[src/design/sme_pkg.sv]
// Package of the stack machine execute unit: sizes, opcodes, error codes, beats, commands.
// Depends on nothing.
package sme_pkg;
    localparam int STACK_DEPTH    = 64;
    localparam int REGISTER_COUNT = 8;
    localparam int PROGRAM_WORDS  = 1024;
    localparam int SP_W  = $clog2(STACK_DEPTH);
    localparam int CNT_W = $clog2(STACK_DEPTH + 1);
    localparam int RI_W  = (REGISTER_COUNT > 1) ? $clog2(REGISTER_COUNT) : 1;
    localparam int PC_W  = 11;

    localparam logic [4:0] OP_HLT = 5'd0, OP_PUSH = 5'd1, OP_PUSHREG = 5'd2,
        OP_POP = 5'd3, OP_POPREG = 5'd4, OP_IN = 5'd5, OP_DMP = 5'd6, OP_OUT = 5'd7,
        OP_ADD = 5'd8, OP_SUB = 5'd9, OP_MUL = 5'd10, OP_DIV = 5'd11, OP_MOD = 5'd12,
        OP_SQR = 5'd13, OP_JMP = 5'd14, OP_JB = 5'd15, OP_JBE = 5'd16, OP_JA = 5'd17,
        OP_JAE = 5'd18, OP_JE = 5'd19, OP_JNE = 5'd20;

    localparam logic [3:0] ERR_NONE = 4'd0, ERR_UNDER = 4'd1, ERR_OVER = 4'd2,
        ERR_DIVZ = 4'd3, ERR_NSQRT = 4'd4, ERR_TARGET = 4'd5, ERR_REG = 4'd6,
        ERR_OPCODE = 4'd7, ERR_PC = 4'd8;

    typedef struct packed {
        logic [4:0]         mode;
        logic signed [31:0] operand;
        logic signed [31:0] in_value;
    } t_in_beat;

    typedef struct packed {
        logic [10:0]        next_pc;
        logic               out_valid;
        logic signed [31:0] out_value;
        logic               halted;
        logic [3:0]         error_code;
    } t_out_beat;

    // Commands from the controller to the datapath.
    typedef struct packed {
        logic load;      // latch an instruction and fetch the stack top
        logic read2;     // fetch the second entry
        logic exec;      // decode, check and do non-iterative work
        logic iter;      // one step of the divide or square root unit
        logic finish;    // write the iterative result and form the beat
    } t_cmd;

    // Status from the datapath to the controller.
    typedef struct packed {
        logic need_iter; // decoded instruction uses the iterative unit
        logic iter_last; // the current step is the last one
    } t_status;
endpackage

[src/design/sme_ctrl.sv]
// Controller of the stack machine execute unit: sequences fetch, execute,
// iterate and result delivery. Depends on sme_pkg.
module sme_ctrl (
    input  logic              i_clk,
    input  logic              i_rst_n,
    input  logic              i_valid,
    output logic              o_stall,
    output logic              o_valid,
    input  logic              i_stall,
    input  sme_pkg::t_status  i_status,
    output sme_pkg::t_cmd     o_cmd
);
    localparam logic [2:0] S_IDLE = 3'd0, S_READ2 = 3'd1, S_EXEC = 3'd2,
        S_ITER = 3'd3, S_FIN = 3'd4;

    logic [2:0] r_state, n_state;
    logic       r_ovalid, n_ovalid;
    logic       w_take;

    // The input is taken only while idle; the output register frees on delivery.
    assign o_stall = (r_state != S_IDLE) || (r_ovalid && i_stall);
    assign w_take  = i_valid && !o_stall;
    assign o_valid = r_ovalid;

    // Next state and commands.
    always_comb begin
        n_state = r_state;
        n_ovalid = r_ovalid && i_stall;
        o_cmd = '0;
        unique case (r_state)
            S_IDLE: begin
                if (w_take) begin
                    o_cmd.load = 1'b1;
                    n_state = S_READ2;
                end
            end
            S_READ2: begin
                o_cmd.read2 = 1'b1;
                n_state = S_EXEC;
            end
            S_EXEC: begin
                if (!r_ovalid || !i_stall) begin
                    o_cmd.exec = 1'b1;
                    if (i_status.need_iter) begin
                        n_state = S_ITER;
                    end else begin
                        n_ovalid = 1'b1;
                        n_state = S_IDLE;
                    end
                end
            end
            S_ITER: begin
                o_cmd.iter = 1'b1;
                if (i_status.iter_last) begin
                    n_state = S_FIN;
                end
            end
            S_FIN: begin
                if (!r_ovalid || !i_stall) begin
                    o_cmd.finish = 1'b1;
                    n_ovalid = 1'b1;
                    n_state = S_IDLE;
                end
            end
            default: begin
                n_state = S_IDLE;
            end
        endcase
    end

    // State registers.
    always_ff @(posedge i_clk) begin
        if (!i_rst_n) begin
            r_state <= S_IDLE;
            r_ovalid <= 1'b0;
        end else begin
            r_state <= n_state;
            r_ovalid <= n_ovalid;
        end
    end
endmodule

[config.mk]
export PLATFORM = sky130hd
export DESIGN_NAME = sme_ctrl
export DESIGN_NICKNAME = d
export VERILOG_FILES = /design/src/design/sme_pkg.sv /design/src/design/sme_ctrl.sv
export SDC_FILE = /design/constraint.sdc
export NUM_CORES = 1
export LEC_CHECK = 0
export ABC_CLOCK_PERIOD_IN_PS = 3800
export BUFFER_PORTS_ARGS = -buffer_cell sky130_fd_sc_hd__buf_2
export CORE_AREA = 2 2 39 41
export CTS_CLUSTER_DIAMETER = 100
export DETAILED_ROUTE_END_ITERATION = 12
export DIE_AREA = 0 0 41 43
export PLACE_DENSITY = 0.42
export SLEW_MARGIN = 5
export SYNTH_ARGS = -nofsm -noshare
export SYNTH_HDL_FRONTEND = slang
export SYNTH_SLANG_ARGS = --single-unit
[constraint.sdc]
create_clock -name i_clk -period 3.8 [get_ports i_clk]
set_clock_uncertainty 0.2 [all_clocks]
set_input_delay 0.57 -clock i_clk [delete_from_list [all_inputs] [get_ports i_clk]]
set_output_delay 0.57 -clock i_clk [all_outputs]
set_load 0.05 [all_outputs]
* Yosys cells after proc, flatten, opt, wreduce, memory -nomap -nowiden
Index checks and enable logic that the tools add are counted.
** Storage, ports and cells
- Register bits after elaboration :: 4
- Output and inout port bits :: 7
** Operators by class
- Eq/ne operators :: 8
- Reduce and logical (&&, ||, !) cells :: 10
- Muxes and demuxes :: 17
** Operators with widths (number)
- case mux 3 bit (5 select lines) :: 1
- two-way mux 3 bit :: 4
- two-way mux 1 bit :: 10
- inequality test 2 bit (second input constant) :: 4
- == test 3 x 2 -> 1 bit (second input constant) :: 2
- AND reduction 4 bit :: 1
- == test 3 x 1 -> 1 bit (second input constant) :: 1
- == test 3 bit (second input constant) :: 1
- zero test 1 bit :: 3
- zero test 3 bit :: 1
- nonzero test 3 bit :: 1
- logical AND 1 bit :: 2
- logical OR 1 bit :: 2
- two-way mux 2 bit :: 1
- case mux 1 bit (2 select lines) :: 1

* Longest topological paths before layout
- Word-level depth :: 6
- Gate-level depth with buffers :: 4

* Worst setup path before layout
OpenSTA, ideal clock, no wires.
- Path kind :: register to output
- From :: reg r_ovalid, in the netlist o_valid
- To :: out o_cmd[2] (netlist bit)
- Buffers on the path :: 1
- Cell stages (with the launch flop) :: 4
- Slack :: 0.603 ns
- Arrival :: 2.427 ns
- Path through :: dfxtp_1 > and2_4 > buf_6 > nor4b_1
** RTL lines
- start: declaration :: line sme_ctrl.sv:17 : logic r_ovalid, n_ovalid;
- start signal: assignment :: line sme_ctrl.sv:78 : r_ovalid <= n_ovalid;
- end: declaration :: line sme_ctrl.sv:11 : output sme_pkg::t_cmd o_cmd

==> metrics <==
peak supply drop=0.0001503 V; Most Crowded Layer GR=met1; clock tree buffer depth=2; fmax=427.0 MHz; Slew headroom=0.7557; final WL=543 um; cell-internal power=0.09259 mW; Sw Ratio=0.3365; CTS sink cnt=4; vias in the first global route=227; Die X=41 um; leakage=0.1584 nW; synthesized area=266.5 sq um; Adder-Cell Fraction of Synth Area=0; Reg clk slew, reported paths=40 ps; diode count=0; Critical Path Sink Type=primary output; hold_buf cts=0; Worst EP arrival=1570 ps; DR WL/cell=9.050 um; gr usage total=0.07932; Critical Path Fanout Max=7; unrepaired setup endpoints after global routing=no; slew of the pin with the lowest slew margin=365.5 ps; Total Neg Setup Slack=0 ps; Area growth, synth to finish=30.05%; ys async rst share=0; Port-buffer cells=12; Yosys reg bits=4; Ports=13; Layout fillers=167; Mapped Cells=31; global-route wire length before repair=924 um; Seq/Total Area, Yosys=0.3005; Initial Utilization=0.1926; max-slew violations=0; Post-synth EDFFs=0; Final Hold Vio Count=0; TritonCTS Buffers=3; grt met3 use=0.06283; sequential power share=0.345; Clk network pwr share=0.374; P per Cell Area=402.6 nW/um^2; DRC=0; largest family of logic cells by synthesized area=simple AND/OR/NAND/NOR gates; first-iteration detailed-routing DRC count=2; Compound-Gate Fraction of Synth Area=0.1784; CTS tree=done; Root Driver=clkbuf_4; area of the multi-input gates=156.4 sq um; largest net degree at the start of global routing=11; CTS resizes=0; Synth Net Count=37; standard-cell rows=14; Synth warnings=0; CP Class=input pin to primary output; via count=254; met2 Use GR=0.09063; post-synthesis xor/xnor area fraction=0; htree depth=1; DR pass1 iterations=4; mux cell area share after synthesis=0; total gr overflow=0; post-detail-place hpwl=423.9 um; Min Clock Period, post-route=2342 ps; final core utilization=0.2505; status=finished, final reports clean; initial antenna violation count=0; post-synthesis simple-gate area fraction=0.4085; DR vias/cell=4.233; area leader, netlist=dfxtp_1; Syn Area/Cell=8.597 sq um; post-synth top area share=0.3005; CP Data Required Time=3030 ps; setup bufs post-CTS=0; MaxCap Viol Count=0; Die Span Y=43 um; layout cells sized above 1=0.4091; most frequent cell after synthesis=dfxtp_1; largest cells by area after synthesis=dfxtp_1, buf_6, nand3b_1, o21a_1, nand2b_1; sw power=0.04695 mW; Tightest Hold Check Type=register to register; library cells used by synthesis=20; Post-DRT Antenna Nets=0; register area=80.08 sq um; DIE AREA=1763 sq um; Comb power frac=0.281; critical path launch point type=input pin; GR Util met1=0.1125; crit share post-route=0.6163; core area=1384 sq um; top_reg_cell synth=dfxtp_1; Final Net Count=52; global placer's final weighted congestion=0.6853; Setup-failing EPs final=0; clk_lat worst skew=230 ps
[critical path: stages]
cell    delay (ps)
buf_2          100
and2_4         150
or4_4          420
nor2_2          80
buf_2          260
[power by group through the flow]
stage	sequential [mW]	combinational (mW)	clock, mW
finish	0.0481	0.0392	0.0522
global route	0.0486	0.0423	0.0572
CTS	0.0482	0.0398	0.0549
detailed placement	0.0488	0.0397	0
global placement	0.0489	0.0397	0
floorplan	0.0483	0.0322	0
[area by class of cell]
| class | count | share of cell area |
|---|---|---|
| Clock buffer | 3 | 0.06498 |
| Inverter | 2 | 0.02166 |
| Multi-Input combinational cell | 23 | 0.4513 |
| Sequential cell | 4 | 0.2310 |
| Tap cell | 16 | 0.05776 |
| Timing Repair Buffer | 12 | 0.1733 |
[cell families after synthesis]
group / after synthesis
DFF: 4
AOI/OAI and AO/OA: 7
buffers and inverters: 4
and+or+nand+nor: 16
[routing by layer]
| metal | share of wire | routed length (um) | vias to the layer above |
|---|---|---|---|
| met5 | 0 | 0 | - |
| met4 | 0 | 0 | 0 |
| met3 | 0.11 | 62 | 0 |
| met2 | 0.41 | 224 | 10 |
| met1 | 0.47 | 256 | 105 |
| li1 | - | - | 139 |
[state kept, by name, summed over array words and instances, names as in the netlist]
register and count:
r_state 3, o_valid 1
[placed cells by master, fill, tap and decap left out]
cell type	netlist	final
o21a_1	2	2
or4_4	1	1
a21oi_1	2	2
nor3_1	2	2
nor2b_1	1	1
a2111oi_1	1	1
dfxtp_1	4	4
nor2_2	1	1
nand2_1	2	2
nand2b_1	2	2
and2_4	1	1
o21ai_0	1	1
nand3b_1	2	2
and3b_1	1	1
clkbuf_4	0	3
a21boi_1	1	1
nand3_1	1	1
nor4b_1	1	1
inv_1	2	2
or3b_1	1	1
buf_2	0	12
[metrics by stage]
| step | instances | total power, mW | hold WS (ps) | instance area [sq um] | worst slack, ps |
|---|---|---|---|---|---|
| 3_5_place_dp | 57 | 0.08849 | 370.7 | 324.1 | 1449 |
| 6_report | 60 | 0.1395 | 377.0 | 346.6 | 1458 |
| 3_3_place_gp | 57 | 0.08863 | 384.6 | 324.1 | 1450 |
| 5_1_grt | 60 | 0.1481 | 403.6 | 346.6 | 1395 |
| 4_1_cts | 60 | 0.1428 | 381.7 | 346.6 | 1448 |
| 2_1_floorplan | 31 | 0.08052 | 333.6 | 266.5 | 603.5 |
[final timing paths]
check                          startpoint                      end  slack [ps]  cells past startpoint
hold reg to reg   r_state[1]$_SDFFE_PN0P_  r_state[1]$_SDFFE_PN0P_         380                      2
hold / removal    r_state[1]$_SDFFE_PN0P_  r_state[1]$_SDFFE_PN0P_         380                      2
setup reg to reg  r_state[1]$_SDFFE_PN0P_  r_state[0]$_SDFFE_PN0P_        2430                      3
setup / recovery                  i_stall                 o_cmd[4]        1460                      5
No activity file was read; power rests on OpenSTA's default activity.
